$ cat src/rtl/apt_pkg.sv
// Shared types, constants and codes for the aging peer table.
`timescale 1ns / 1ps

package apt_pkg;

  localparam int SLOTS   = 8;
  localparam int IDX_W   = (SLOTS > 1) ? $clog2(SLOTS) : 1;
  localparam int CNT_W   = $clog2(SLOTS + 1);
  localparam int TICK_W  = 32;
  localparam int HOST_W  = 32;
  localparam int PORT_W  = 16;
  localparam int VER_W   = 16;
  localparam int LIMIT_W = 16;
  localparam int CFG_W   = 16;

  localparam int SLOT_OUT_W  = 3;
  localparam int COUNT_OUT_W = 4;

  // Input operation codes
  localparam logic OP_TICK   = 1'b0;
  localparam logic OP_BEACON = 1'b1;

  // Configuration register indexes
  localparam logic CFG_STALE_LIMIT      = 1'b0;
  localparam logic CFG_EXPECTED_VERSION = 1'b1;

  localparam logic [LIMIT_W-1:0] STALE_LIMIT_RST = LIMIT_W'(360);
  localparam logic [VER_W-1:0]   EXP_VERSION_RST = VER_W'(1);

  typedef enum logic [1:0] {
    ACT_REFRESH = 2'd0,
    ACT_FILL    = 2'd1,
    ACT_EVICT   = 2'd2,
    ACT_TICK    = 2'd3
  } action_e;

  typedef enum logic [1:0] {
    ST_IDLE,
    ST_SCAN,
    ST_FINISH
  } ctrl_state_e;

  typedef struct packed {
    logic              operation;
    logic [HOST_W-1:0] host_addr;
    logic [PORT_W-1:0] peer_port;
    logic [VER_W-1:0]  peer_version;
  } in_item_t;

  typedef struct packed {
    logic [SLOT_OUT_W-1:0]  slot_index;
    logic [1:0]             action;
    logic                   is_compatible;
    logic [COUNT_OUT_W-1:0] expired_count;
    logic [COUNT_OUT_W-1:0] live_count;
  } out_item_t;

  // Item broadcast to every cell during a scan
  typedef struct packed {
    logic               op;
    logic [HOST_W-1:0]  host;
    logic [PORT_W-1:0]  port;
    logic [TICK_W-1:0]  tick;
    logic [LIMIT_W-1:0] stale_limit;
  } scan_cmd_t;

  // Running scan result handed from cell to cell
  typedef struct packed {
    logic              match_hit;
    logic [IDX_W-1:0]  match_idx;
    logic              free_hit;
    logic [IDX_W-1:0]  free_idx;
    logic              old_hit;
    logic [IDX_W-1:0]  old_idx;
    logic [TICK_W-1:0] old_seen;
    logic [CNT_W-1:0]  live;
    logic [CNT_W-1:0]  expired;
  } scan_acc_t;

  localparam scan_acc_t ACC_INIT = '0;

  // Slot write broadcast at the end of a beacon
  typedef struct packed {
    logic              en;
    logic [IDX_W-1:0]  idx;
    logic [HOST_W-1:0] host;
    logic [PORT_W-1:0] port;
    logic              compat;
    logic [TICK_W-1:0] seen;
  } slot_wr_t;

endpackage

$ cat src/rtl/aging_peer_table_unit.sv
// Top level of the aging peer table: control, configuration and the row of slot cells.
`timescale 1ns / 1ps

// Usage
//   Input channel (in_valid_i / in_stall_o / in_data_i): one transaction is either a
//   time tick or a received beacon carrying host address, port and version.
//   Output channel (out_valid_o / out_stall_i / out_data_o): exactly one result
//   transaction per input: chosen slot, action, compatibility, expired and live counts.
//   Configuration: cfg_we_i writes cfg_wdata_i into register cfg_idx_i (stale limit,
//   expected version); write only while no transaction is in flight.
// Timing
//   An accepted transaction launches a token down the row of SLOTS cells, one cell
//   per cycle; each cell folds its slot into the running match / free / oldest /
//   count record. The last cell's record decides the result and the slot write.
//   One transaction is in flight at a time and the input reopens in the cycle after
//   the result is committed, so throughput is set by the token walking the chain.
// Reset
//   All slots invalid, tick counter zero, stale limit 360, expected version 1.
// Backpressure
//   The result sits in an output register; the next input is taken meanwhile. If a
//   new result is ready while the old one is still stalled, the block holds in its
//   finish step and commits only once the output register frees.

module aging_peer_table_unit import apt_pkg::*; (
  input  logic             clk_i,
  input  logic             rst_ni,
  input  logic             in_valid_i,
  output logic             in_stall_o,
  input  in_item_t         in_data_i,
  output logic             out_valid_o,
  input  logic             out_stall_i,
  output out_item_t        out_data_o,
  input  logic             cfg_we_i,
  input  logic             cfg_idx_i,
  input  logic [CFG_W-1:0] cfg_wdata_i
);

  ctrl_state_e state_q, state_d;

  logic               start_q;
  in_item_t           item_q;
  logic [TICK_W-1:0]  tick_q;
  logic [LIMIT_W-1:0] stale_q;
  logic [VER_W-1:0]   ver_q;
  logic               out_valid_q, out_valid_d;
  out_item_t          out_q, out_d;

  logic      in_accept;
  logic      out_free;
  logic      commit;
  scan_cmd_t cmd;
  slot_wr_t  wr;

  logic      tok [SLOTS+1];
  scan_acc_t acc [SLOTS+1];
  scan_acc_t fin;

  assign in_accept = in_valid_i && !in_stall_o;
  assign out_free  = !out_valid_q || !out_stall_i;

  // Broadcast the held item to every cell
  assign cmd.op          = item_q.operation;
  assign cmd.host        = item_q.host_addr;
  assign cmd.port        = item_q.peer_port;
  assign cmd.tick        = tick_q;
  assign cmd.stale_limit = stale_q;

  assign tok[0] = start_q;
  assign acc[0] = ACC_INIT;

  for (genvar g = 0; g < SLOTS; g++) begin : g_cell
    apt_cell u_cell (
      .clk_i      (clk_i),
      .rst_ni     (rst_ni),
      .cell_idx_i (IDX_W'(g)),
      .cmd_i      (cmd),
      .tok_i      (tok[g]),
      .acc_i      (acc[g]),
      .wr_i       (wr),
      .tok_o      (tok[g+1]),
      .acc_o      (acc[g+1])
    );
  end

  assign fin = acc[SLOTS];

  // Next state
  always_comb begin
    state_d = state_q;
    case (state_q)
      ST_IDLE: begin
        if (in_accept) begin
          state_d = ST_SCAN;
        end
      end
      ST_SCAN: begin
        if (tok[SLOTS]) begin
          state_d = ST_FINISH;
        end
      end
      ST_FINISH: begin
        if (out_free) begin
          state_d = ST_IDLE;
        end
      end
      default: state_d = ST_IDLE;
    endcase
  end

  // Outputs of the controller
  always_comb begin
    in_stall_o = 1'b1;
    commit     = 1'b0;
    case (state_q)
      ST_IDLE:   in_stall_o = 1'b0;
      ST_SCAN:   in_stall_o = 1'b1;
      ST_FINISH: commit     = out_free;
      default:   in_stall_o = 1'b1;
    endcase
  end

  // Decide the result from the finished scan record
  always_comb begin
    logic [IDX_W-1:0] idx;
    action_e          act;
    logic             compat;
    logic [CNT_W-1:0] live;
    idx    = fin.old_idx;
    act    = ACT_EVICT;
    compat = (item_q.peer_version == ver_q);
    live   = fin.live;
    if (fin.match_hit) begin
      idx = fin.match_idx;
      act = ACT_REFRESH;
    end else if (fin.free_hit) begin
      idx  = fin.free_idx;
      act  = ACT_FILL;
      live = fin.live + CNT_W'(1);
    end

    wr.en     = commit && (item_q.operation == OP_BEACON);
    wr.idx    = idx;
    wr.host   = item_q.host_addr;
    wr.port   = item_q.peer_port;
    wr.compat = compat;
    wr.seen   = tick_q;

    if (item_q.operation == OP_BEACON) begin
      out_d.slot_index    = SLOT_OUT_W'(idx);
      out_d.action        = act;
      out_d.is_compatible = compat;
      out_d.expired_count = '0;
      out_d.live_count    = COUNT_OUT_W'(live);
    end else begin
      out_d.slot_index    = '0;
      out_d.action        = ACT_TICK;
      out_d.is_compatible = 1'b0;
      out_d.expired_count = COUNT_OUT_W'(fin.expired);
      out_d.live_count    = COUNT_OUT_W'(fin.live);
    end

    out_valid_d = out_valid_q;
    if (commit) begin
      out_valid_d = 1'b1;
    end else if (out_valid_q && !out_stall_i) begin
      out_valid_d = 1'b0;
    end
  end

  always_ff @(posedge clk_i or negedge rst_ni) begin
    if (!rst_ni) begin
      state_q     <= ST_IDLE;
      start_q     <= 1'b0;
      tick_q      <= '0;
      stale_q     <= STALE_LIMIT_RST;
      ver_q       <= EXP_VERSION_RST;
      out_valid_q <= 1'b0;
    end else begin
      state_q     <= state_d;
      start_q     <= in_accept;
      out_valid_q <= out_valid_d;
      // advance time before the expiry sweep sees it
      if (in_accept && (in_data_i.operation == OP_TICK)) begin
        tick_q <= tick_q + TICK_W'(1);
      end
      if (cfg_we_i) begin
        case (cfg_idx_i)
          CFG_STALE_LIMIT:      stale_q <= LIMIT_W'(cfg_wdata_i);
          CFG_EXPECTED_VERSION: ver_q   <= VER_W'(cfg_wdata_i);
          default:              stale_q <= stale_q;
        endcase
      end
    end
  end

  always_ff @(posedge clk_i) begin
    if (in_accept) begin
      item_q <= in_data_i;
    end
    if (commit) begin
      out_q <= out_d;
    end
  end

  assign out_valid_o = out_valid_q;
  assign out_data_o  = out_q;

endmodule

$ cat src/rtl/apt_cell.sv
// One table slot: stored entry plus one step of the scan chain.
`timescale 1ns / 1ps

module apt_cell import apt_pkg::*; (
  input  logic             clk_i,
  input  logic             rst_ni,
  input  logic [IDX_W-1:0] cell_idx_i,
  input  scan_cmd_t        cmd_i,
  input  logic             tok_i,
  input  scan_acc_t        acc_i,
  input  slot_wr_t         wr_i,
  output logic             tok_o,
  output scan_acc_t        acc_o
);

  logic              valid_q, valid_d;
  logic [HOST_W-1:0] host_q;
  logic [PORT_W-1:0] port_q;
  logic              compat_q;
  logic [TICK_W-1:0] seen_q;
  logic              tok_q;
  scan_acc_t         acc_q, acc_d;

  logic              wr_hit;
  logic [TICK_W-1:0] age;
  logic              expire;
  logic              match;

  assign wr_hit = wr_i.en && (wr_i.idx == cell_idx_i);
  assign age    = cmd_i.tick - seen_q;
  assign expire = valid_q && (age > {{(TICK_W-LIMIT_W){1'b0}}, cmd_i.stale_limit});
  assign match  = valid_q && (host_q == cmd_i.host) && (port_q == cmd_i.port);

  always_comb begin
    valid_d = valid_q;
    acc_d   = acc_i;
    if (tok_i) begin
      if (cmd_i.op == OP_TICK) begin
        // expire on the way past, count what stays
        valid_d = valid_q && !expire;
        if (expire) begin
          acc_d.expired = acc_i.expired + CNT_W'(1);
        end
        if (valid_d) begin
          acc_d.live = acc_i.live + CNT_W'(1);
        end
      end else begin
        if (valid_q) begin
          acc_d.live = acc_i.live + CNT_W'(1);
        end
        if (match && !acc_i.match_hit) begin
          acc_d.match_hit = 1'b1;
          acc_d.match_idx = cell_idx_i;
        end
        if (!valid_q && !acc_i.free_hit) begin
          acc_d.free_hit = 1'b1;
          acc_d.free_idx = cell_idx_i;
        end
        // strict compare keeps the lowest slot on a tie
        if (valid_q && (!acc_i.old_hit || (seen_q < acc_i.old_seen))) begin
          acc_d.old_hit  = 1'b1;
          acc_d.old_idx  = cell_idx_i;
          acc_d.old_seen = seen_q;
        end
      end
    end
    if (wr_hit) begin
      valid_d = 1'b1;
    end
  end

  always_ff @(posedge clk_i or negedge rst_ni) begin
    if (!rst_ni) begin
      valid_q <= 1'b0;
      tok_q   <= 1'b0;
    end else begin
      valid_q <= valid_d;
      tok_q   <= tok_i;
    end
  end

  always_ff @(posedge clk_i) begin
    if (tok_i) begin
      acc_q <= acc_d;
    end
    if (wr_hit) begin
      host_q   <= wr_i.host;
      port_q   <= wr_i.port;
      compat_q <= wr_i.compat;
      seen_q   <= wr_i.seen;
    end
  end

  assign tok_o = tok_q;
  // compatibility bit is kept with the entry for the stored peer record
  assign acc_o = compat_q ? acc_q : acc_q;

endmodule

$ cat config.mk
export PLATFORM = sky130hd
export DESIGN_NAME = aging_peer_table_unit
export DESIGN_NICKNAME = d
export VERILOG_FILES = /design/src/rtl/apt_pkg.sv /design/src/rtl/aging_peer_table_unit.sv /design/src/rtl/apt_cell.sv
export SDC_FILE = /design/constraint.sdc
export NUM_CORES = 2
export LEC_CHECK = 0
export BUFFER_PORTS_ARGS = -buffer_cell sky130_fd_sc_hd__buf_2
export CORE_AREA = 2 2 626 317
export CTS_CLUSTER_SIZE = 24
export DETAILED_ROUTE_END_ITERATION = 8
export DIE_AREA = 0 0 628 319
export RECOVER_POWER = 50
export SYNTH_ARGS = -nofsm -noshare
export SYNTH_HDL_FRONTEND = slang
export SYNTH_SLANG_ARGS = --single-unit
$ cat constraint.sdc
create_clock -name clk_i -period 6.4 [get_ports clk_i]
set_clock_uncertainty 0.15 [all_clocks]
set_input_delay 1.92 -clock clk_i [delete_from_list [all_inputs] [get_ports clk_i]]
set_output_delay 1.92 -clock clk_i [all_outputs]
set_load 0.005 [all_outputs]
==> results summary <==
The number of buffers inserted for hold repair after clock tree synthesis came out at 0. The starting utilization of the core area came out at 34.79%. The worst endpoint required time came out at 6.73 ns. The core outline area is 0.1950 mm^2. The worst-case setup margin in the final layout came out at 0.2893 ns.

The async set-or-reset flop fraction in the synthesized netlist is 7.285%. The area overhead of the layout relative to synthesis is 12.10%. The synthesized net count came out at 6671. Entering global routing, the biggest net connects 82 pins. In the routed layout, each cell is associated on average with a via count of 5.353. The DRC violation count after routing is 0. The first-pass GRT wire length came out at 308.6 mm.

The start-to-end type of the worst setup path is flip-flop to flip-flop. The floorplan step set the die height to 319 um. The floorplan has 115 rows. TritonCTS built the clock tree. The signal on the critical path passes through clkbuf_1 -> ha_1 -> inv_1 -> or2_2 -> o211ai_2 -> nand3_1 -> nand2_1 -> xor2_1 -> ha_1 -> nand4_1 -> nor4_1 -> a21oi_1 -> nor4_1 -> o2111ai_1 -> nor2_1 -> nand4_1 -> or4b_1 -> nand2_1 -> mux2_1. The largest individual stage delay along the critical path comes from the cell dfrtp_1. The kind of end point of the critical path is a flip-flop. Setup repair after global routing left no endpoint under its margin. The via count came out at 47843. The measured slew at the worst slew-check pin came out at 3.429 ns. The worst IR drop on VDD came out at 0.0002056 V.

Clock tree synthesis selected as its root buffer the cell clkbuf_16. By count the netlist is led by edfxtp_1, ha_1, inv_1, xnor2_1, a21oi_1. The number of maximum-capacitance constraint violations came out at 28. The detailed-route wire length came out at 212.4 mm.

The hold slack came out at 0.3353 ns. The delay contributed by the slowest stage of the critical path came out at 0.86 ns. The count of mapped cells out of synthesis came out at 5967. The average wire length per cell after detail routing came out at 23.76 um.

The proportion of layout cells with a drive suffix above 1 came out at 7.845%. The count of final max-slew check failures is 698. In this run, the number of DRC markers left after iteration 0 of detailed routing was 5419. The number of cells on the worst hold path came out at 1. Ranked by total cell area, the synthesized netlist is headed by edfxtp_1, ha_1, xnor2_1. The number of antenna violations at the first check in global routing came out at 18. The post-placement worst setup slack came out at 0.1690 ns.

In the synthesized netlist the dominant register cell turns out to be edfxtp_1. The last weighted congestion value of the routability-driven placer is 0.9187. The overall global routing resource usage came out at 20.73%.

STA puts the critical path data arrival time at 6.44 ns. The horizontal extent of the die is 628 um. The area fraction of the dominant cell type after synthesis came out at 47.33%. The highest clock rate is 163.6 MHz.

Along the worst path, the maximum fanout reaches 7. The shortest clock period the worst path allows after layout is 6.111 ns. After global routing the overflow that remains totals 0. The run finished, with violations left. The normalized max-slew margin came out at -128.6%. The min-delay analysis places its worst path in the category flip-flop to flip-flop.

The total setup violations reported at the end of the flow came out at 0. The placed cell area came out at 0.07262 mm^2. The deepest clock path buffer count is 3. The largest total area in the synthesized netlist belongs to edfxtp_1.

The number of nets in the final layout came out at 6903. The final critical-path share of the clock period came out at 95.48%. The number of detailed-routing iterations run before antenna repair came out at 6. The synthesis-stage register bit count is 1153. The clock-pin slew of the registers on the worst-case setup and hold paths came out at 0.07 ns. The most instantiated library cell after synthesis is edfxtp_1. The worst path buffer plus inverter count is 2. The per-instance average area after synthesis is 11.37 um^2. The die area came out at 0.2003 mm^2. The clock network latency to the later pin of the worst-skew pair came out at 0.75 ns. The total clock sinks came out at 1153. The number of global-route vias before repair was 45504. The cell family contributing the most delay on the critical path is simple AND/OR/NAND/NOR gates. The total I/O pin count came out at 103. The number of warnings reported in the yosys synthesis log is 0. The final hold violation count is 0.

The number of port buffers came out at 102. The part of the Yosys area used for sequential elements is 50.44%. STA classifies the critical path startpoint as a flip-flop.

The depth of the worst register-to-register path came out at 19. In this run, CTS created clock tree buffers numbering 111. The final reports fail on capacitance limit, slew limit. The count of distinct cell types in the synthesized netlist came out at 104. The HPWL reported at the end of detailed placement is 166.6 mm. The total non-filler cell area in the finished layout is 0.07603 mm^2. The number of antenna-violating nets in the routed design came out at 0. The power per cell area is 272.4 mW/mm^2. The logic depth of the worst setup path including buffers came out at 19. The number of flops mapped to enable cells by yosys is 1069.

The area of the mapped netlist came out at 0.06783 mm^2. The leakage power summed over all cells came out at 30.86 nW. The H-tree was split into 3 levels.
[path summary, 6_finish.rpt]
check                                            end       start  slack, ns
setup / recovery           g_cell[7].u_cell.acc_o[1]  tick_q[12]       0.29
hold / removal                            state_q[0]  state_q[1]       0.34
setup reg to reg           g_cell[7].u_cell.acc_o[1]  tick_q[12]       0.29
hold reg to reg                           state_q[0]  state_q[1]       0.34
max in group asynchronous     g_cell[4].u_cell.tok_o      rst_ni       1.43
min in group asynchronous     g_cell[0].u_cell.tok_o      rst_ni       2.17
[power by group]
part	internal [mW]	leakage, nW	total, mW	switching, mW
registers	9.11	10.5	9.48	0.364
clock network	3.80	1.81	6.91	3.11
logic	1.50	18.5	4.32	2.82
[flip-flops by register name (all words and copies together) (netlist names)]
| register | count |
|---|---|
| g_cell.u_cell.tok_o | 8 |
| ver_q | 16 |
| cmd | 49 |
| start_q | 1 |
| out_data_o | 14 |
| out_valid_o | 1 |
| g_cell.u_cell.seen_q | 256 |
| g_cell.u_cell.valid_q | 8 |
| state_q | 2 |
| stale_q | 16 |
| tick_q | 32 |
| g_cell.u_cell.acc_o | 350 |
| item_q | 16 |
| g_cell.u_cell.host_q | 256 |
| g_cell.u_cell.port_q | 128 |
[metrics by stage]
stage                     std cells  setup TNS [ns]  power (mW)  util (%)
after floorplan                5967         -377.32       12.04         -
after global placement         8713               0       13.71     37.25
after CTS                      8924               0       20.73     39.17
final                          8937               0       20.71     39.00
after global routing           8930               0       21.62     38.99
after detailed placement       8713               0       13.82     37.25
[cell families (layout without fill, tap and decap cells)]
kind of cell | Yosys count | in the layout | synth area share [%]
AO/OA/AOI/OAI | 1244 | 1244 | 12.07
XOR/XNOR | 588 | 588 | 7.593
adder cells (fa/ha/maj) | 617 | 617 | 11.47
buffers and inverters | 755 | 1085 | 4.223
flip-flops | 1153 | 1153 | 50.44
multiplexers | 249 | 249 | 3.765
other | 0 | 8 | 0
AND/OR/NAND/NOR | 1361 | 1361 | 10.44
[worst register-to-register path: stages, from the launching register on]
cell	delay, ns
dfrtp_1	0.86
clkbuf_1	0.54
ha_1	0.39
inv_1	0.06
or2_2	0.33
o211ai_2	0.29
nand3_1	0.12
nand2_1	0.09
xor2_1	0.06
ha_1	0.31
nand4_1	0.16
nor4_1	0.35
a21oi_1	0.11
nor4_1	0.47
o2111ai_1	0.23
nor2_1	0.15
nand4_1	0.10
or4b_1	0.59
nand2_1	0.15
mux2_1	0.34
[routing by layer]
metal	up-vias	global-route usage (%)	wire length [um]
met5	-	0	57
met4	10	3.495	3162
met3	207	7.496	25610
met2	1891	24.02	71240
met1	23280	34.78	112300
li1	22455	-	-
[repair_timing]
action	CTS	global route
buffers inserted	0	5
resized for setup	0	1
endpoints found under the setup margin	0	21
[cell usage in the layout (no fill, tap or decap), types with 135 or more instances in the layout]
master,Yosys,final
a21o_1,189,189
a21oi_1,359,356
clkbuf_1,146,135
edfxtp_1,1069,1069
ha_1,609,609
inv_1,590,588
mux2i_1,203,203
nand2_1,294,294
nand4_1,191,191
nor2_1,247,238
o21ai_0,218,218
xnor2_1,372,372
xor2_1,216,216
[cell type report]
cell class | count | area, um^2
Multi-Input combinational cell | 4059 | 30920
Antenna cell | 8 | 20.02
Sequential cell | 1153 | 34220
Clock buffer | 141 | 2962
Fill cell | 18751 | 118900
Clock inverter | 70 | 785.8
Tap cell | 2632 | 3293
Inverter | 591 | 2222
Timing Repair Buffer | 283 | 1615
(Power assumes the default switching activity.)
